`config.mk`:
```
export PLATFORM = sky130hd
export DESIGN_NAME = reply_frame_receiver_unit
export DESIGN_NICKNAME = d
export VERILOG_FILES = /design/src/hdl/rfr_pkg.sv /design/src/hdl/reply_frame_receiver_unit.sv /design/src/hdl/rfr_parser.sv
export VERILOG_INCLUDE_DIRS = /design/src /design/src/hdl
export SDC_FILE = /design/constraint.sdc
export NUM_CORES = 1
export LEC_CHECK = 0
export ABC_CLOCK_PERIOD_IN_PS = 10900
export BUFFER_PORTS_ARGS = -buffer_cell sky130_fd_sc_hd__buf_2
export CAP_MARGIN = 40
export CORE_ASPECT_RATIO = 1.5
export CORE_UTILIZATION = 64
export CTS_CLUSTER_DIAMETER = 80
export CTS_CLUSTER_SIZE = 25
export DETAILED_ROUTE_END_ITERATION = 8
export PLACE_DENSITY_LB_ADDON = 0.08
export RECOVER_POWER = 100
export SLEW_MARGIN = 20
export SYNTH_ARGS = -nofsm -noshare
export SYNTH_HDL_FRONTEND = slang
export SYNTH_SLANG_ARGS = --single-unit
```
`constraint.sdc`:
```
create_clock -name aclk -period 10.9 [get_ports aclk]
set_input_delay 0.545 -clock aclk [delete_from_list [all_inputs] [get_ports aclk]]
set_output_delay 0.545 -clock aclk [all_outputs]
set_load 0.02 [all_outputs]
```
`src/hdl/assert_macros.svh`:
```
// assertion macros shared by the reply frame receiver rtl
// no dependencies
`ifndef ASSERT_MACROS_SVH
`define ASSERT_MACROS_SVH

// checked on every clock edge outside reset
`define ASSERT_CLK(lbl, clk, rstn, prop) \
    lbl: assert property (@(posedge clk) disable iff (!rstn) prop) \
        else $error("rtl assertion failed");

// checked on every clock edge, reset included
`define ASSERT_ALWAYS(lbl, clk, prop) \
    lbl: assert property (@(posedge clk) prop) \
        else $error("rtl assertion failed during reset");

`endif

```
`src/hdl/rfr_pkg.sv`:
```
// types, constants and helpers for the reply frame receiver
// no dependencies
`default_nettype none

package rfr_pkg;

    localparam int unsigned POS_W      = 4;
    localparam int unsigned CAP_DEPTH  = 6;
    localparam int unsigned CAP_IDX_W  = 3;

    // frame byte positions
    localparam logic [POS_W-1:0] POS_START   = 4'd0;
    localparam logic [POS_W-1:0] POS_VERSION = 4'd1;
    localparam logic [POS_W-1:0] POS_LENGTH  = 4'd2;
    localparam logic [POS_W-1:0] POS_COMMAND = 4'd3;
    localparam logic [POS_W-1:0] POS_FEEDBK  = 4'd4;
    localparam logic [POS_W-1:0] POS_DATA_HI = 4'd5;
    localparam logic [POS_W-1:0] POS_DATA_LO = 4'd6;
    localparam logic [POS_W-1:0] POS_CSUM_HI = 4'd7;
    localparam logic [POS_W-1:0] POS_CSUM_LO = 4'd8;
    localparam logic [POS_W-1:0] POS_STOP    = 4'd9;

    // captured field slots
    localparam logic [CAP_IDX_W-1:0] CAP_COMMAND = 3'd2;
    localparam logic [CAP_IDX_W-1:0] CAP_FEEDBK  = 3'd3;
    localparam logic [CAP_IDX_W-1:0] CAP_DATA_HI = 3'd4;
    localparam logic [CAP_IDX_W-1:0] CAP_DATA_LO = 3'd5;

    // configuration register indexes
    localparam logic [1:0] CFG_START_FIRST  = 2'd0;
    localparam logic [1:0] CFG_START_SECOND = 2'd1;
    localparam logic [1:0] CFG_STOP_BYTE    = 2'd2;
    localparam logic [1:0] CFG_ERROR_CODE   = 2'd3;

    localparam logic [7:0] RST_START_FIRST  = 8'h7E;
    localparam logic [7:0] RST_START_SECOND = 8'hFF;
    localparam logic [7:0] RST_STOP_BYTE    = 8'hEF;
    localparam logic [7:0] RST_ERROR_CODE   = 8'h40;

    // error reply codes carried in data low
    localparam logic [7:0] ERR_REINIT_A = 8'h02;
    localparam logic [7:0] ERR_RESEND_A = 8'h03;
    localparam logic [7:0] ERR_RESEND_B = 8'h04;
    localparam logic [7:0] ERR_REINIT_B = 8'h05;
    localparam logic [7:0] ERR_REINIT_C = 8'h06;

    localparam logic [1:0] ACT_NONE   = 2'd0;
    localparam logic [1:0] ACT_RESEND = 2'd1;
    localparam logic [1:0] ACT_REINIT = 2'd2;

    typedef struct packed {
        logic [7:0] start_first;
        logic [7:0] start_second;
        logic [7:0] stop_byte;
        logic [7:0] error_code;
    } cfg_t;

    // last member lands in the lowest bits
    typedef struct packed {
        logic [1:0]  error_action;
        logic [15:0] reply_data;
        logic [7:0]  reply_feedback;
        logic [7:0]  reply_command;
        logic        checksum_ok;
    } result_t;

    localparam int unsigned RESULT_W = $bits(result_t);
    localparam int unsigned TDATA_W  = ((RESULT_W + 7) / 8) * 8;

    function automatic logic [1:0] action_for(input logic [7:0] code);
        logic [1:0] act;
        act = ACT_NONE;
        if (code == ERR_RESEND_A || code == ERR_RESEND_B) begin
            act = ACT_RESEND;
        end else if (code == ERR_REINIT_A || code == ERR_REINIT_B ||
                     code == ERR_REINIT_C) begin
            act = ACT_REINIT;
        end
        return act;
    endfunction

endpackage

`default_nettype wire

```
`src/hdl/reply_frame_receiver_unit.sv`:
```
// reply frame receiver: the result of an accepted stop byte is registered before it reaches m_tvalid
// throughput one byte per cycle while s_tready is high; a two-deep output (result register plus skid)
// keeps s_tready high while one finished result waits on m_tready
// s_tready drops only when both output slots hold results
// aresetn (synchronous, active low) restores register defaults and frame position 0
`default_nettype none
`include "assert_macros.svh"

module reply_frame_receiver_unit (
    input  wire logic                      aclk,
    input  wire logic                      aresetn,
    input  wire logic                      s_tvalid,
    output logic                           s_tready,
    input  wire logic [7:0]                s_tdata,  // rx_byte
    input  wire logic                      s_tuser,  // overrun
    output logic                           m_tvalid,
    input  wire logic                      m_tready,
    // checksum_ok, reply_command, reply_feedback, reply_data, error_action, zero pad
    output logic [rfr_pkg::TDATA_W-1:0]    m_tdata,
    input  wire logic                      cfg_wr_en,
    input  wire logic [1:0]                cfg_addr,
    input  wire logic [7:0]                cfg_wdata
);
    import rfr_pkg::*;

    cfg_t    cfg_reg;
    logic    in_acc, out_acc;
    logic    res_valid;
    result_t res;
    logic    m_valid_reg, skid_valid_reg;
    result_t out_reg, skid_reg;

    always_ff @(posedge aclk) begin
        if (!aresetn) begin
            cfg_reg.start_first  <= RST_START_FIRST;
            cfg_reg.start_second <= RST_START_SECOND;
            cfg_reg.stop_byte    <= RST_STOP_BYTE;
            cfg_reg.error_code   <= RST_ERROR_CODE;
        end else if (cfg_wr_en) begin
            case (cfg_addr)
                CFG_START_FIRST:  cfg_reg.start_first  <= cfg_wdata;
                CFG_START_SECOND: cfg_reg.start_second <= cfg_wdata;
                CFG_STOP_BYTE:    cfg_reg.stop_byte    <= cfg_wdata;
                CFG_ERROR_CODE:   cfg_reg.error_code   <= cfg_wdata;
                default: begin
                end
            endcase
        end
    end

    assign s_tready = !skid_valid_reg;
    assign in_acc   = s_tvalid && s_tready;
    assign out_acc  = m_valid_reg && m_tready;

    rfr_parser u_parser (
        .aclk       (aclk),
        .aresetn    (aresetn),
        .byte_valid (in_acc),
        .rx_byte    (s_tdata),
        .overrun    (s_tuser),
        .cfg        (cfg_reg),
        .res_valid  (res_valid),
        .res        (res)
    );

    always_ff @(posedge aclk) begin
        if (!aresetn) begin
            m_valid_reg    <= 1'b0;
            skid_valid_reg <= 1'b0;
        end else if (skid_valid_reg) begin
            // no new item is taken while the skid slot is full
            if (out_acc) begin
                skid_valid_reg <= 1'b0;
            end
        end else if (res_valid) begin
            if (m_valid_reg && !m_tready) begin
                skid_valid_reg <= 1'b1;
            end else begin
                m_valid_reg <= 1'b1;
            end
        end else if (out_acc) begin
            m_valid_reg <= 1'b0;
        end
    end

    always_ff @(posedge aclk) begin
        if (skid_valid_reg) begin
            if (out_acc) begin
                out_reg <= skid_reg;
            end
        end else if (res_valid) begin
            if (m_valid_reg && !m_tready) begin
                skid_reg <= res;
            end else begin
                out_reg <= res;
            end
        end
    end

    assign m_tvalid = m_valid_reg;
    assign m_tdata  = {{(TDATA_W - RESULT_W){1'b0}}, out_reg};

    `ASSERT_CLK(a_skid_behind_out, aclk, aresetn, skid_valid_reg |-> m_valid_reg)
    `ASSERT_CLK(a_action_needs_ok, aclk, aresetn,
        (m_valid_reg && out_reg.error_action != ACT_NONE) |-> out_reg.checksum_ok)
    `ASSERT_CLK(a_out_held_on_stall, aclk, aresetn,
        (m_valid_reg && !m_tready) |=> (m_valid_reg && $stable(out_reg)))

endmodule

`default_nettype wire

```
`src/hdl/rfr_parser.sv`:
```
// frame position tracking, checksum and field capture for reply frames
// depends on rfr_pkg and assert_macros.svh
`default_nettype none
`include "assert_macros.svh"

module rfr_parser (
    input  wire logic            aclk,
    input  wire logic            aresetn,
    input  wire logic            byte_valid,
    input  wire logic [7:0]      rx_byte,
    input  wire logic            overrun,
    input  wire rfr_pkg::cfg_t   cfg,
    output logic                 res_valid,
    output rfr_pkg::result_t     res
);
    import rfr_pkg::*;

    logic [POS_W-1:0]     pos_reg, pos_next;
    logic [15:0]          sum_reg, sum_next;
    logic [7:0]           cap_reg [CAP_DEPTH];
    logic                 cap_we;
    logic [CAP_IDX_W-1:0] cap_idx;
    logic                 csum_zero;

    assign cap_idx = CAP_IDX_W'(pos_reg - POS_VERSION);
    assign csum_zero = (sum_reg == 16'd0);

    always_comb begin
        pos_next  = pos_reg;
        sum_next  = sum_reg;
        cap_we    = 1'b0;
        res_valid = 1'b0;
        res.checksum_ok    = csum_zero;
        res.reply_command  = cap_reg[CAP_COMMAND];
        res.reply_feedback = cap_reg[CAP_FEEDBK];
        res.reply_data     = {cap_reg[CAP_DATA_HI], cap_reg[CAP_DATA_LO]};
        res.error_action   = (csum_zero && cap_reg[CAP_COMMAND] == cfg.error_code)
                             ? action_for(cap_reg[CAP_DATA_LO]) : ACT_NONE;
        if (byte_valid) begin
            if (overrun) begin
                pos_next = POS_START;
                sum_next = 16'd0;
            end else begin
                case (pos_reg)
                    POS_START: begin
                        if (rx_byte == cfg.start_first) begin
                            pos_next = POS_VERSION;
                            sum_next = 16'd0;
                        end
                    end
                    POS_VERSION, POS_LENGTH, POS_COMMAND, POS_FEEDBK, POS_DATA_HI,
                    POS_DATA_LO: begin
                        // the second start byte doubles as the version byte
                        if (pos_reg == POS_VERSION && rx_byte != cfg.start_second) begin
                            pos_next = POS_START;
                        end else begin
                            cap_we   = 1'b1;
                            sum_next = sum_reg + {8'd0, rx_byte};
                            pos_next = pos_reg + POS_VERSION;
                        end
                    end
                    POS_CSUM_HI: begin
                        sum_next = sum_reg + {rx_byte, 8'd0};
                        pos_next = POS_CSUM_LO;
                    end
                    POS_CSUM_LO: begin
                        sum_next = sum_reg + {8'd0, rx_byte};
                        pos_next = POS_STOP;
                    end
                    POS_STOP: begin
                        res_valid = (rx_byte == cfg.stop_byte);
                        pos_next  = POS_START;
                    end
                    default: begin
                        pos_next = POS_START;
                    end
                endcase
            end
        end
    end

    always_ff @(posedge aclk) begin
        if (!aresetn) begin
            pos_reg <= POS_START;
            sum_reg <= 16'd0;
        end else begin
            pos_reg <= pos_next;
            sum_reg <= sum_next;
        end
    end

    always_ff @(posedge aclk) begin
        if (cap_we) begin
            cap_reg[cap_idx] <= rx_byte;
        end
    end

    `ASSERT_CLK(a_pos_in_frame, aclk, aresetn, pos_reg <= POS_STOP)
    `ASSERT_CLK(a_res_at_stop, aclk, aresetn, res_valid |-> pos_reg == POS_STOP)
    `ASSERT_CLK(a_overrun_no_res, aclk, aresetn, (byte_valid && overrun) |-> !res_valid)
    `ASSERT_ALWAYS(a_reset_pos, aclk, !aresetn |=> pos_reg == POS_START)

endmodule

`default_nettype wire
```
Word level (Yosys, flattened, before mapping)
Memories as Yosys holds them, arrays and structs flattened.
Cells that the tools add are included.
Word-level totals
  register bits: 124
  RAM bits: 48
  output and inout port bits: 42
  memories: 1
Operators by class
  $add $sub $neg: 4
  equality and inequality tests: 26
  multiplexer cells: 31
  bitwise gates (word level): 1
  reductions and logical operators: 26
Memory list
  u_parser.cap_reg: words 6, width 8, read ports 4, clocked after memory_dff 0, write ports 1, line rfr_parser.sv:20  | logic [7:0] cap_reg [CAP_DEPTH];
Operator list (count)
  $mux 35: 4
  $pmux 16 s4: 1
  $mux 16: 3
  $eq 8x3->1 const B: 3
  $eq 8x8->1: 3
  $add 16x16->16: 1
  $add 16x8->16: 1
  $eq 4x3->1 const B: 4
  $eq 8x2->1 const B: 2
  $logic_not 16->1: 1
  $mux 1: 16
  $pmux 4 s4: 1
  $mux 4: 3
  $reduce_and 2->1: 5
  $reduce_and 3->1: 3
  $eq 4x2->1 const B: 2
  $eq 4x4->1 const B: 2
  $ne 8x8->1: 1
  $mux 2: 3
  $ne 2x2->1 const B: 3
  $reduce_or 6->1: 1
  $logic_and 1x1->1: 5
  $reduce_bool 5->1: 1
  $add 4x1->4 const B: 1
  13 further kinds: 18

Logic depth before layout (Yosys ltp)
Gate-level depths: netlist (run 1).
An unclocked memory read counts as a cell.
  word-level depth: 10
  gate-level depth with buffers: 10

Hierarchy
Synthesis (run 1) repeated with hierarchy kept, for this count alone.
Second synthesis, totals
  cell total of the unflattened synthesis: 609
  area total of the unflattened synthesis: 7161.9 µm²
Modules (own cells, without submodules)
  reply_frame_receiver_unit: instances 1, cells each 271, area each 3802.4 µm², seq. area each 2782.7 µm²
  rfr_parser: instances 1, cells each 338, area each 3359.5 µm², seq. area each 1361.3 µm²

Worst setup path before layout (run 1)
OpenSTA, ideal clock, no wires.
  kind: input to register
  start point: input port s_tdata[7]
  end point: register skid_reg[0] (netlist bit) (enable)
  arrival time: 3.669 ns
  data required time: 10.429 ns
  slack: 6.761 ns
  stages: 5
  cells stage by stage: buf_6 xor2_1 nor4_1 nand4_1 nor3_1
Between the ends
  word-level cells in the longest chain between the ends: 5
Ends and longest elaborated chain
  from (decl): line reply_frame_receiver_unit.sv:14  | input wire logic [7:0] s_tdata,
  $eq 8x8->1: line rfr_parser.sv:71  | res_valid = (rx_byte == cfg.stop_byte);
  $mux 1: line rfr_parser.sv:44  | case (pos_reg)
  $mux 1: line rfr_parser.sv:40  | if (overrun) begin
  $mux 1: line rfr_parser.sv:39  | if (byte_valid) begin
  $reduce_and 3->1 (no line)
  to (signal assigned): line reply_frame_receiver_unit.sv:93  | skid_reg <= res;
  to (decl): line reply_frame_receiver_unit.sv:31  | result_t out_reg, skid_reg;
Every way passes these cells.
A chain may end at the register's enable or synchronous reset.

==> impl_summary.log, run 1 <==
INFO  metric grt_max_degree = 36
INFO  metric timing.hold.worst.start = cfg_wdata[0]
INFO  metric h-tree-depth = 4
INFO  metric synth_warnings = 0
INFO  metric layout-drive-gt1-share = 0.126
INFO  metric post_cts_buffers = 0
INFO  metric timing.critical_path.arrival = 3830 ps
INFO  metric detailedRoute.firstIterationViolations = 307
INFO  metric cts_tree = built
INFO  metric global_route.usage.total = 0.287
INFO  metric numCtsBuffers = 17
INFO  metric drt-wirelength-per-cell = 18.6 um
INFO  metric post-route-cell-area = 8070 um2
INFO  metric report.final.hold_viol_count = 0
INFO  metric cts_root_buf = clkbuf_16
INFO  metric nets = 725
INFO  metric power.static_leakage = 2.78 nW
INFO  metric dr.pass1.iters = 5
INFO  metric worst_slew_pin_slew = about 1800 ps
INFO  metric setup_viol_count_final = 0
INFO  metric p_per_area = between 150 and 200 nW/um2
INFO  metric clock_latency = 420 ps
INFO  metric dpl-instance-area = around 7600 um2
INFO  metric detailroute.via_count = 4,968
INFO  metric critical_path.startpoint = aresetn
INFO  metric worst_r2r_path_depth = 4
INFO  metric clkTransAtPathRegs = 60 ps
INFO  metric worst-path-buf-inv = 2
INFO  metric synth_cell_types = 63
INFO  metric critical_path.reg2reg.endpoint = m_tdata[6]
INFO  metric fin_tns_setup = 0 ps
INFO  metric clock-skew-final = ~11 ps
INFO  metric pre_cts_ws = about 7800 ps
INFO  metric initial_antenna_violation_count = 0
INFO  metric post_synth_instance_area = 7170 um2
INFO  metric timing.setup.critical_path_class = in -> reg
INFO  metric timing.hold.ws = 396 ps
INFO  metric route.antenna.remaining_nets = 0
INFO  metric ff_latch_area = slightly above 4000 um2
INFO  metric report.final.slew_viol_count = between 70 and 80
INFO  metric relSlewSlack = -0.210
INFO  metric cts.sinks = 156
INFO  metric post_synth_inst_count = around 620
INFO  metric min_path_type = in -> reg
INFO  metric area.growth.synth_to_final = 12.5%
INFO  metric async_flop_share = 0
INFO  metric endpoint_with_the_worst_hold_slack = cfg_reg[16]
INFO  metric rsz0062_at_grt = no
INFO  metric cp-end-kind = flip-flop
INFO  metric site_row_count = 47
INFO  metric detail_route.vias_per_cell = 5.91
INFO  metric vdd_drop_max = approximately 0.15 mV
INFO  metric cts_buffer_depth = 2
INFO  metric violations_in_the_final_reports = max-capacitance violations, max-slew violations
INFO  metric placeableCoreArea = 11,000 um2
INFO  metric max_clock_freq = 288 MHz
INFO  metric maximum_fanout_along_the_worst_path = 34
INFO  metric post_cts_sizing_count = 0
INFO  metric dp.final_hpwl = 11.0 mm
INFO  metric post_layout_nonfiller_instances = 840
INFO  metric synth_area_per_cell = approximately 12 um2
INFO  metric diodes = 0
INFO  metric synth_seq_area_share = 0.578
INFO  metric timing.final.crit_share = 0.319
INFO  metric portBuffers = 60
INFO  metric critical-path-slowest-cell = clkbuf_1
INFO  metric first_global_vias = 4,933
INFO  metric synth_enable_flop_cells = 102
INFO  metric post-layout-total-power = 1.28 mW
INFO  metric cp_data_required_time = 11,250 ps
INFO  metric gp_routability_congestion = between 0.9 and 1
INFO  metric whs_path_depth = 3
INFO  metric drt_drc_violations_left = 0
INFO  metric multi_input_comb_area = 2820 um2
INFO  metric layout.filler_cells = 797
INFO  metric finalWorstSetupSlack = 7420 ps
INFO  metric top_level_ports = 66
INFO  metric register_to_register_setup_slack = 7490 ps
INFO  metric setup.worst_path.start_class = input pin
INFO  metric start_util = 0.652
INFO  metric chipWidth = between 80 and 90 um
INFO  metric finalWorstPathRequiredPeriod = 3480 ps
INFO  metric critical-path-top-delay-family = buffers and inverters
INFO  metric post-place-cells = 808
INFO  metric synth_ff_type = edfxtp_1
INFO  metric wl = approximately 16 mm
INFO  metric cp_slowest_stage_delay = 1070 ps
INFO  metric grt_overflow_total = 0
INFO  metric grt_first_pass_wirelength = 25.0 mm
INFO  metric run_status = complete, but fails checks
INFO  metric cts_hold_buf = 0
INFO  metric worst_r2r_startpoint = skid_valid_reg
INFO  metric drv_cap = 2
INFO  metric chipHeight = 132 um
INFO  metric cells_along_the_critical_path = clkbuf_1 > clkinv_1 > a41oi_1 > o21bai_1 > o2bb2ai_1
INFO  metric die_area = between 10,000 and 15,000 um2
INFO  metric finalCoreUtilization = 0.734
INFO  metric seq_cells_post_synth = 156
[tightest hold or removal path: cells and delay by family]
kind                   cells  cell delay [ps]
buffers and inverters      1              120
and+or+nand+nor            2              120
[worst max-delay path by stage]
stage | slack (ps) | cells past startpoint | end
after global placement | 7570 | 7 | u_parser.cap_reg[3][4]
final | 7420 | 5 | u_parser.sum_reg[8]
after floorplan | 6760 | 5 | skid_reg[0]
after detailed placement | 7800 | 8 | u_parser.cap_reg[3][4]
after CTS | 8110 | 8 | u_parser.cap_reg[3][6]
after global routing | 7130 | 5 | u_parser.sum_reg[12]
[where the power goes]
part,switching [mW],internal [mW],leakage (nW)
sequential,0.00525,0.630,1.35
clock,0.253,0.323,0.283
combinational,0.0434,0.0225,1.15
total,0.301,0.976,2.78
[layout by cell type (no fill, tap or decap), drive strengths merged, types with 19 or more instances in the layout]
cell,instances
edfxtp,102
a21oi,29
mux2,32
clkbuf,71
ha,19
dfxtp,54
xnor2,27
nand3,31
nand2,101
nor2,23
inv,23
[cell usage after synthesis (all sizes together) (2+ instances only)]
| cell type | number | area (um2) |
|---|---|---|
| edfxtp | 102 | 3060 |
| nand2 | 101 | 379 |
| dfxtp | 54 | 1080 |
| mux2 | 32 | 360 |
| nand3 | 31 | 155 |
| a21oi | 29 | 145 |
| xnor2 | 27 | 236 |
| nor2 | 23 | 103 |
| ha | 19 | 238 |
| clkbuf | 18 | 67.6 |
| inv | 17 | 63.8 |
| xor2 | 17 | 149 |
| buf | 11 | 82.6 |
| nor4 | 11 | 68.8 |
| nand2b | 9 | 56.3 |
| nand4 | 9 | 71.3 |
| o21ai | 9 | 45.0 |
| nor3 | 8 | 40.0 |
| o211ai | 8 | 65.1 |
| mux2i | 7 | 70.1 |
| a22oi | 5 | 37.5 |
| o21bai | 5 | 37.5 |
| nand4b | 4 | 35.0 |
| o2111ai | 4 | 41.3 |
| a211oi | 3 | 22.5 |
| a21o | 3 | 22.5 |
| a311o | 3 | 30.0 |
| a31o | 3 | 26.3 |
| and2 | 3 | 21.3 |
| nor2b | 3 | 18.8 |
| o21a | 3 | 22.5 |
| o31ai | 3 | 22.5 |
| or3 | 3 | 18.8 |
| or3b | 3 | 26.3 |
| and3 | 2 | 12.5 |
| fa | 2 | 40.0 |
| nand3b | 2 | 15.0 |
| nor3b | 2 | 15.0 |
| o22a | 2 | 17.5 |
| o2bb2ai | 2 | 17.5 |
| or2 | 2 | 12.5 |
| or4 | 2 | 15.0 |
[kinds of logic after synthesis]
family | count (synthesis) | synth area share
multiplexers | 39 | 0.0600
adder cells (fa/ha/maj) | 21 | 0.0387
AO/OA/AOI/OAI | 89 | 0.0856
buffers and inverters | 47 | 0.0303
flip-flops | 156 | 0.578
XOR/XNOR | 44 | 0.0537
other | 1 | 0.000523
AND/OR/NAND/NOR | 222 | 0.153
[metal layers]
| layer | share of wire | GRT usage | vias to the layer above |
|---|---|---|---|
| met5 | 0 | 0 | - |
| met4 | 0.027 | 0.127 | 0 |
| met3 | 0.047 | 0.0521 | 33 |
| met2 | 0.54 | 0.497 | 174 |
| met1 | 0.38 | 0.339 | 2391 |
| li1 | - | - | 2370 |
[final cells by class]
class / count / area share
flip-flops and latches: 156 / 0.514
repair buffers: 67 / 0.0332
inverters: 18 / 0.00837
clock buffers: 17 / 0.0527
multi-input cells: 420 / 0.350
clock inverters: 15 / 0.0195
well taps: 147 / 0.0228
Power figures use the tool's default switching activity.
==> inputs of run 2 (changes only) <==
--- a/config.mk
+++ b/config.mk
@@ -6,11 +6,12 @@
 export SDC_FILE = /design/constraint.sdc
 export NUM_CORES = 1
 export LEC_CHECK = 0
-export ABC_CLOCK_PERIOD_IN_PS = 10900
+export ABC_AREA = 1
+export ABC_CLOCK_PERIOD_IN_PS = 2910
 export BUFFER_PORTS_ARGS = -buffer_cell sky130_fd_sc_hd__buf_2
 export CAP_MARGIN = 40
 export CORE_ASPECT_RATIO = 1.5
-export CORE_UTILIZATION = 64
+export CORE_UTILIZATION = 54
 export CTS_CLUSTER_DIAMETER = 80
 export CTS_CLUSTER_SIZE = 25
 export DETAILED_ROUTE_END_ITERATION = 8
==> constraint.sdc (replaced) <==
create_clock -name aclk -period 2.91 [get_ports aclk]
set_input_delay 0.1455 -clock aclk [delete_from_list [all_inputs] [get_ports aclk]]
set_output_delay 0.1455 -clock aclk [all_outputs]
set_load 0.02 [all_outputs]
==> run 2 against run 1 <==
Against the previous run:
- the run now ends clean
- first-iteration DRC count is 1.3% lower
- clock skew about the same
- area after synthesis is 7.7% higher
- register-to-register slack got worse by 7000 ps
- die area up 27%
- critical path type is now reg -> reg
==> impl_summary.log, run 2 <==
INFO  metric worst_r2r_path_depth = 13 (was 4)
INFO  metric gp_routability_congestion = 0.940 (was 0.923)
INFO  metric worst_slew_pin_slew = 865 ps (was 1820 ps)
INFO  metric finalWorstSetupSlack = 469 ps (was 7420 ps)
INFO  metric clock_latency = 410 ps (was 420 ps)
INFO  metric drt-wirelength-per-cell = 14.2 um (was 18.6 um)
INFO  metric portBuffers = 60 (unchanged)
INFO  metric synth_largest_type_area_fraction = 0.396 (was 0.427)
INFO  metric route.antenna.remaining_nets = 0 (unchanged)
INFO  metric power.static_leakage = 3.68 nW (was 2.78 nW)
INFO  metric numCtsBuffers = 17 (unchanged)
INFO  metric synth_area_per_cell = 8.66 um2 (was 11.6 um2)
INFO  metric post_synth_inst_count = 892 (was 619)
INFO  metric register_to_register_setup_slack = 470 ps (was 7490 ps)
INFO  metric fin_tns_setup = 0 ps (unchanged)
INFO  metric post-place-cells = 1,134 (was 808)
INFO  metric cts_tree = built (unchanged)
INFO  metric detailroute.via_count = 6,050 (was 4,968)
INFO  metric top_level_ports = 66 (unchanged)
INFO  metric cts_hold_buf = 2 (was 0)
INFO  metric ff_latch_area = 4140 um2 (unchanged)
INFO  metric setup_viol_count_final = 0 (unchanged)
INFO  metric post-synth-top-count-cell = nand2_1 (was edfxtp_1)
INFO  metric clkTransAtPathRegs = 70 ps (was 60 ps)
INFO  metric chipHeight = 149 um (was 132 um)
INFO  metric critical_path.reg2reg.endpoint = u_parser.sum_reg[9] (was m_tdata[6])
INFO  metric synth_warnings = 0 (unchanged)
INFO  metric cells_along_the_critical_path = inv_1 > ha_1 > nor2_1 > nand2_1 > nand2_1 > nand2_1 > nand2_1 > inv_2 > nand3_1 > inv_2 > nor2_1 > nand2_1 > a21oi_1 (was clkbuf_1 > clkinv_1 > a41oi_1 > o21bai_1 > o2bb2ai_1)
INFO  metric rsz0062_at_grt = no (unchanged)
INFO  metric critical_path.startpoint = u_parser.pos_reg[0] (was aresetn)
INFO  metric detail_route.vias_per_cell = 5.18 (was 5.91)
INFO  metric finalWorstPathRequiredPeriod = approximately 2400 ps
INFO  metric vdd_drop_max = 0.519 mV (was 0.147 mV)
INFO  metric detailedRoute.firstIterationViolations = 303 (was 307)
INFO  metric timing.critical_path.arrival = 2770 ps (was 3830 ps)
INFO  metric placeableCoreArea = 14,000 um2 (was 11,000 um2)
INFO  metric max_clock_freq = 410 MHz
INFO  metric run_status = complete, no violations (was complete, but fails checks)
INFO  metric post_cts_buffers = 0 (unchanged)
INFO  metric relSlewSlack = 0.423 (was -0.210)
INFO  metric mostFrequentLayoutCells = nand2_1, inv_1, edfxtp_1, nor2_1, nand3_1 (was edfxtp_1, nand2_1, dfxtp_1, clkbuf_1, mux2_2)
INFO  metric report.final.slew_viol_count = 0 (was 71)
INFO  metric cts_root_buf = clkbuf_16 (unchanged)
INFO  metric cp-end-kind = flip-flop (unchanged)
INFO  metric multi_input_comb_area = 3030 um2 (was 2820 um2)
INFO  metric synth_cell_types = 42 (was 63)
INFO  metric site_row_count = 53 (was 47)
INFO  metric timing.final.crit_share = 0.839
INFO  metric grt_first_pass_wirelength = 27.4 mm (was 25.0 mm)
INFO  metric drv_cap = 0 (was 2)
INFO  metric post_layout_nonfiller_instances = 1,168 (was 840)
INFO  metric critical-path-top-cell-by-count = nand2_1
INFO  metric cts.sinks = 156 (unchanged)
INFO  metric dp.final_hpwl = 12.1 mm (was 11.0 mm)
INFO  metric worst-path-buf-inv = 3 (was 2)
INFO  metric initial_antenna_violation_count = 0 (unchanged)
INFO  metric synth_seq_area_share = 0.536 (was 0.578)
INFO  metric layout.cells.most_common = nand2_1 (was edfxtp_1)
INFO  metric grt_max_degree = 54 (was 36)
INFO  metric async_flop_share = 0 (unchanged)
INFO  metric nets = 1,008 (was 725)
INFO  metric min_path_type = in -> reg (unchanged)
INFO  metric post_synth_instance_area = 7730 um2 (was 7170 um2)
INFO  metric diodes = 0 (unchanged)
INFO  metric global_route.usage.total = 0.239 (was 0.287)
INFO  metric p_per_area = 564 nW/um2 (was 158 nW/um2)
INFO  metric critPathCapture = u_parser.sum_reg[9] (was u_parser.sum_reg[8])
INFO  metric drt_drc_violations_left = 0 (unchanged)
INFO  metric area.growth.synth_to_final = 13.2% (was 12.5%)
INFO  metric grt_overflow_total = 0 (unchanged)
INFO  metric h-tree-depth = 4 (unchanged)
INFO  metric first_global_vias = 5,813 (was 4,933)
INFO  metric yosys.area.top_type = edfxtp_1 (unchanged)
INFO  metric critical-path-top-delay-family = simple AND/OR/NAND/NOR gates (was buffers and inverters)
INFO  metric cp_data_required_time = 3240 ps (was 11,250 ps)
INFO  metric layout-drive-gt1-share = 0.0809 (was 0.126)
INFO  metric clock-skew-final = 11.0 ps (was 11.1 ps)
INFO  metric cts_buffer_depth = 2 (unchanged)
INFO  metric die_area = 14,800 um2 (was 11,600 um2)
INFO  metric cp_slowest_stage_delay = 460 ps (was 1070 ps)
INFO  metric cp.depth = 13 (was 5)
INFO  metric dr.pass1.iters = 5 (unchanged)
INFO  metric chipWidth = 99.7 um (was 88.5 um)
INFO  metric maximum_fanout_along_the_worst_path = 8 (was 34)
INFO  metric synth_ff_type = edfxtp_1 (unchanged)
INFO  metric worst_r2r_startpoint = u_parser.pos_reg[0] (was skid_valid_reg)
INFO  metric post_cts_sizing_count = 0 (unchanged)
INFO  metric seq_cells_post_synth = 156 (unchanged)
INFO  metric post-layout-total-power = 4.94 mW (was 1.28 mW)
INFO  metric critical-path-slowest-cell = nor2_1 (was clkbuf_1)
INFO  metric report.final.hold_viol_count = 0 (unchanged)
INFO  metric setup.worst_path.start_class = flip-flop (was input pin)
INFO  metric start_util = 0.552 (was 0.652)
INFO  metric layout.filler_cells = 1,220 (was 797)
INFO  metric wl = 16.6 mm (was 15.6 mm)
INFO  metric synth_commonest_cells = nand2_1, inv_1, edfxtp_1, nor2_1, dfxtp_1 (was edfxtp_1, nand2_1, dfxtp_1, mux2_2, nand3_1)
INFO  metric pre_cts_ws = 679 ps (was 7800 ps)
INFO  metric synthTopCellsByArea = edfxtp_1, dfxtp_1, nand2_1 (unchanged)
INFO  metric timing.setup.critical_path_class = reg -> reg (was in -> reg)
INFO  metric synth_enable_flop_cells = 102 (unchanged)
-- run 2: cell types whose count changed after synthesis, moves of 7 or more --
cell      delta
inv_1       +86
mux2i_1      -7
nor2_1      +43
xnor2_1     -15
a21oi_1      +9
nand2b_1     -9
nand2_1    +176
mux2_2      -32
o21ai_0     +26
nand3_1     +22
xor2_1       -9
nor3_1       +8
-- run 2: routing by layer --
layer | track usage | wire [um]
met3 | 0.0489 | 688
met2 | 0.421 | 8430
met5 | 0 | 0
met4 | 0.103 | 545
met1 | 0.280 | 6910
-- run 2: worst reg2reg max path, cell delays in order (launching register included) --
cell     delay (ps)
dfxtp_1         450
inv_1           150
ha_1            220
nor2_1          140
nand2_1          80
nand2_1         120
nand2_1         100
nand2_1         100
inv_2            40
nand3_1         190
inv_2            40
nor2_1          460
nand2_1         110
a21oi_1         170
-- run 2: kinds of logic (layout without fill, tap and decap cells) --
family	count (synthesis)	count (layout)	synth area share
and+or+nand+nor	465	465	0.268
DFF	156	156	0.536
buffers and inverters	136	216	0.0722
AOI/OAI and AO/OA	93	93	0.0648
adders and majority gates	21	21	0.0359
xor gates and xnor gates	20	20	0.0227
other	1	5	0.000485
-- run 2: report_power, final --
| part | switching (mW) | internal, mW |
|---|---|---|
| clock network | 0.900 | 1.28 |
| registers | 0.0218 | 2.37 |
| logic | 0.241 | 0.116 |
-- run 2: worst min path at each step --
stage | cells past startpoint | from | end
after floorplan | 0 | s_tdata[0] | u_parser.cap_reg[2][0]
after global placement | 3 | cfg_wdata[6] | cfg_reg[30]
after detailed placement | 3 | cfg_wdata[6] | cfg_reg[30]
after CTS | 3 | cfg_wdata[4] | cfg_reg[20]
after global routing | 3 | cfg_wdata[4] | cfg_reg[20]
final | 3 | cfg_wdata[4] | cfg_reg[20]
-- run 2: cell type report --
cell class / instances / share of cell area
Sequential cell: 156 / 0.474
Multi-Input combinational cell: 604 / 0.346
Clock buffer: 18 / 0.0491
Inverter: 110 / 0.0475
Timing Repair Buffer: 74 / 0.0379
Tap cell: 192 / 0.0275
Clock inverter: 14 / 0.0183
-- run 2: through the flow --
step | hold slack, ps | utilization | area (um2)
global route | 18.9 | 0.625 | 8750
finish | 19.3 | 0.625 | 8750
detailed placement | 427 | 0.590 | 8260
CTS | 9.54 | 0.634 | 8870
floorplan | 244 | - | 7760
global placement | 421 | 0.590 | 8260
==> inputs of run 3 (changes only) <==
--- a/config.mk
+++ b/config.mk
@@ -7,11 +7,11 @@
 export NUM_CORES = 1
 export LEC_CHECK = 0
 export ABC_AREA = 1
-export ABC_CLOCK_PERIOD_IN_PS = 2910
+export ABC_CLOCK_PERIOD_IN_PS = 2400
 export BUFFER_PORTS_ARGS = -buffer_cell sky130_fd_sc_hd__buf_2
 export CAP_MARGIN = 40
 export CORE_ASPECT_RATIO = 1.5
-export CORE_UTILIZATION = 54
+export CORE_UTILIZATION = 60
 export CTS_CLUSTER_DIAMETER = 80
 export CTS_CLUSTER_SIZE = 25
 export DETAILED_ROUTE_END_ITERATION = 8
==> constraint.sdc (replaced) <==
create_clock -name aclk -period 2.4 [get_ports aclk]
set_input_delay 0.12 -clock aclk [delete_from_list [all_inputs] [get_ports aclk]]
set_output_delay 0.12 -clock aclk [all_outputs]
set_load 0.02 [all_outputs]
==> run 3 against run 2 <==
Against the previous run:
- register-to-register slack got worse by 290 ps
- combinational power is 24% higher
- critical path depth decreased by 2
- clock skew grew 4.2 ps
- sequential share of layout area decreased by 0.097 points
- critical path type unchanged
- total power increased by 20%
==> impl_summary.log, run 3 (same netlist as run 2, synthesis figures left out) <==
INFO  metric vdd_drop_max = 0.490 mV (was 0.519 mV)
INFO  metric route.antenna.remaining_nets = 0 (unchanged)
INFO  metric site_row_count = 50 (was 53)
INFO  metric area.growth.synth_to_final = 13.6% (was 13.2%)
INFO  metric pre_cts_ws = 216 ps (was 679 ps)
INFO  metric clkTransAtPathRegs = 70 ps (about the same)
INFO  metric finalWorstPathRequiredPeriod = 2220 ps (was 2440 ps)
INFO  metric worst_slew_pin_slew = 881 ps (was 865 ps)
INFO  metric drv_cap = 0 (unchanged)
INFO  metric chipHeight = 141 um (was 149 um)
INFO  metric setup_viol_count_final = 0 (unchanged)
INFO  metric timing.final.crit_share = 0.926 (was 0.839)
INFO  metric finalWorstSetupSlack = 178 ps (was 469 ps)
INFO  metric power.static_leakage = 3.68 nW (about the same)
INFO  metric relSlewSlack = 0.413 (was 0.423)
INFO  metric h-tree-depth = 4 (unchanged)
INFO  metric drt_drc_violations_left = 0 (unchanged)
INFO  metric post-place-cells = 1,103 (was 1,134)
INFO  metric clock-skew-final = 15.2 ps (was 11.0 ps)
INFO  metric die_area = 13,300 um2 (was 14,800 um2)
INFO  metric rsz0062_at_grt = no (unchanged)
INFO  metric cts_buffer_depth = 2 (unchanged)
INFO  metric initial_antenna_violation_count = 0 (unchanged)
INFO  metric mostFrequentLayoutCells = nand2_1, edfxtp_1, inv_1, nor2_1, clkbuf_1 (was nand2_1, inv_1, edfxtp_1, nor2_1, nand3_1)
INFO  metric placeableCoreArea = 12,500 um2 (was 14,000 um2)
INFO  metric post-layout-total-power = 5.90 mW (was 4.94 mW)
INFO  metric post-route-cell-area = 8780 um2 (was 8750 um2)
INFO  metric cts_root_buf = clkbuf_16 (unchanged)
INFO  metric first_global_vias = 5,894 (was 5,813)
INFO  metric cp_data_required_time = 2500 ps (was 3240 ps)
INFO  metric numCtsBuffers = 17 (unchanged)
INFO  metric cp-end-kind = flip-flop (unchanged)
INFO  metric post_cts_sizing_count = 0 (unchanged)
INFO  metric timing.hold.ws = 2.63 ps (was 19.3 ps)
INFO  metric report.final.hold_viol_count = 0 (unchanged)
INFO  metric detail_route.vias_per_cell = 5.38 (was 5.18)
INFO  metric post_cts_buffers = 0 (unchanged)
INFO  metric grt_overflow_total = 0 (unchanged)
INFO  metric portBuffers = 60 (unchanged)
INFO  metric grt_first_pass_wirelength = 28.2 mm (was 27.4 mm)
INFO  metric layout-drive-gt1-share = 0.0843 (was 0.0809)
INFO  metric report.final.slew_viol_count = 0 (unchanged)
INFO  metric detailroute.via_count = 6,137 (was 6,050)
INFO  metric wl = 17.3 mm (was 16.6 mm)
INFO  metric cts.sinks = 156 (unchanged)
INFO  metric post_layout_nonfiller_instances = 1,141 (was 1,168)
INFO  metric finalCoreUtilization = 0.702 (was 0.625)
INFO  metric drt-wirelength-per-cell = 15.1 um (was 14.2 um)
INFO  metric timing.critical_path.arrival = 2330 ps (was 2770 ps)
INFO  metric grt_max_degree = 54 (unchanged)
INFO  metric top_level_ports = 66 (unchanged)
INFO  metric layout.cells.most_common = nand2_1 (unchanged)
INFO  metric chipWidth = 94.7 um (was 99.7 um)
INFO  metric gp_routability_congestion = 0.945 (was 0.940)
INFO  metric p_per_area = 673 nW/um2 (was 564 nW/um2)
INFO  metric diodes = 0 (unchanged)
INFO  metric dpl-instance-area = 8300 um2 (was 8260 um2)
INFO  metric timing.setup.critical_path_class = reg -> reg (unchanged)
INFO  metric register_to_register_setup_slack = 180 ps (was 470 ps)
INFO  metric detailedRoute.firstIterationViolations = 346 (was 303)
INFO  metric clock_latency = 420 ps (was 410 ps)
INFO  metric fin_tns_setup = 0 ps (unchanged)
INFO  metric start_util = 0.618 (was 0.552)
INFO  metric maximum_fanout_along_the_worst_path = 8 (unchanged)
INFO  metric global_route.usage.total = 0.276 (was 0.239)
INFO  metric run_status = complete, no violations (unchanged)
INFO  metric max_clock_freq = 450 MHz (was 410 MHz)
INFO  metric dp.final_hpwl = 12.6 mm (was 12.1 mm)
INFO  metric nets = 1,018 (was 1,008)
INFO  metric dr.pass1.iters = 5 (unchanged)
INFO  metric cts_tree = built (unchanged)
INFO  metric setup.worst_path.start_class = flip-flop (unchanged)
INFO  metric min_path_type = in -> reg (unchanged)
-- run 3: cell count changes in the layout (fill, tap and decap cells not counted), moves of 3 or more --
cell	delta
dlygate4sd3_1	+5
nand2_2	+3
clkbuf_2	+3
buf_4	-3
buf_2	-7
clkbuf_1	+9
dfxtp_1	-3
nand2_1	-3
-- run 3: final cells by class --
type	instances	area (um2)
timing repair buffer	84	395
fill	1019	3730
clock inverter	14	138
sequential	156	4150
multi-input combinational	604	3060
tap	156	195
inverter	110	415
clock buffer	17	425
-- run 3: layer usage --
layer / up-vias / track usage / share of wire
li1: 3070 / - / -
met3: 38 / 0.0469 / 0.041
met1: 2865 / 0.328 / 0.41
met5: - / 0 / 0
met4: 0 / 0.115 / 0.031
met2: 164 / 0.484 / 0.52
-- run 3: worst paths after layout --
| check | from | depth (start not counted) | end |
|---|---|---|---|
| hold reg to reg | u_parser.cap_reg[3][4] | 0 | skid_reg[13] |
| hold / removal | cfg_wdata[1] | 3 | cfg_reg[17] |
| setup reg to reg | u_parser.pos_reg[0] | 11 | u_parser.cap_reg[2][6] |
| setup / recovery | u_parser.pos_reg[0] | 11 | u_parser.cap_reg[2][6] |
-- run 3: critical path, cell delays in order (launching register included) --
cell,delay (ps)
dfxtp_4,370
inv_1,140
ha_1,190
inv_1,80
nand2_1,80
nand2_2,90
nand2_2,90
nand2_1,80
a21oi_1,220
nand2_1,160
nor3_1,180
clkbuf_2,250
-- run 3: power breakdown --
part           switching (mW)  total (mW)  internal [mW]
registers              0.0278        2.90           2.88
clock network            1.11        2.56           1.44
logic                   0.297       0.444          0.147
-- run 3: timing repair --
action | in CTS | in global routing
hold buffers | 7 | 0
endpoints found under the setup margin | 0 | 0
endpoints found under the hold margin | 15 | 0
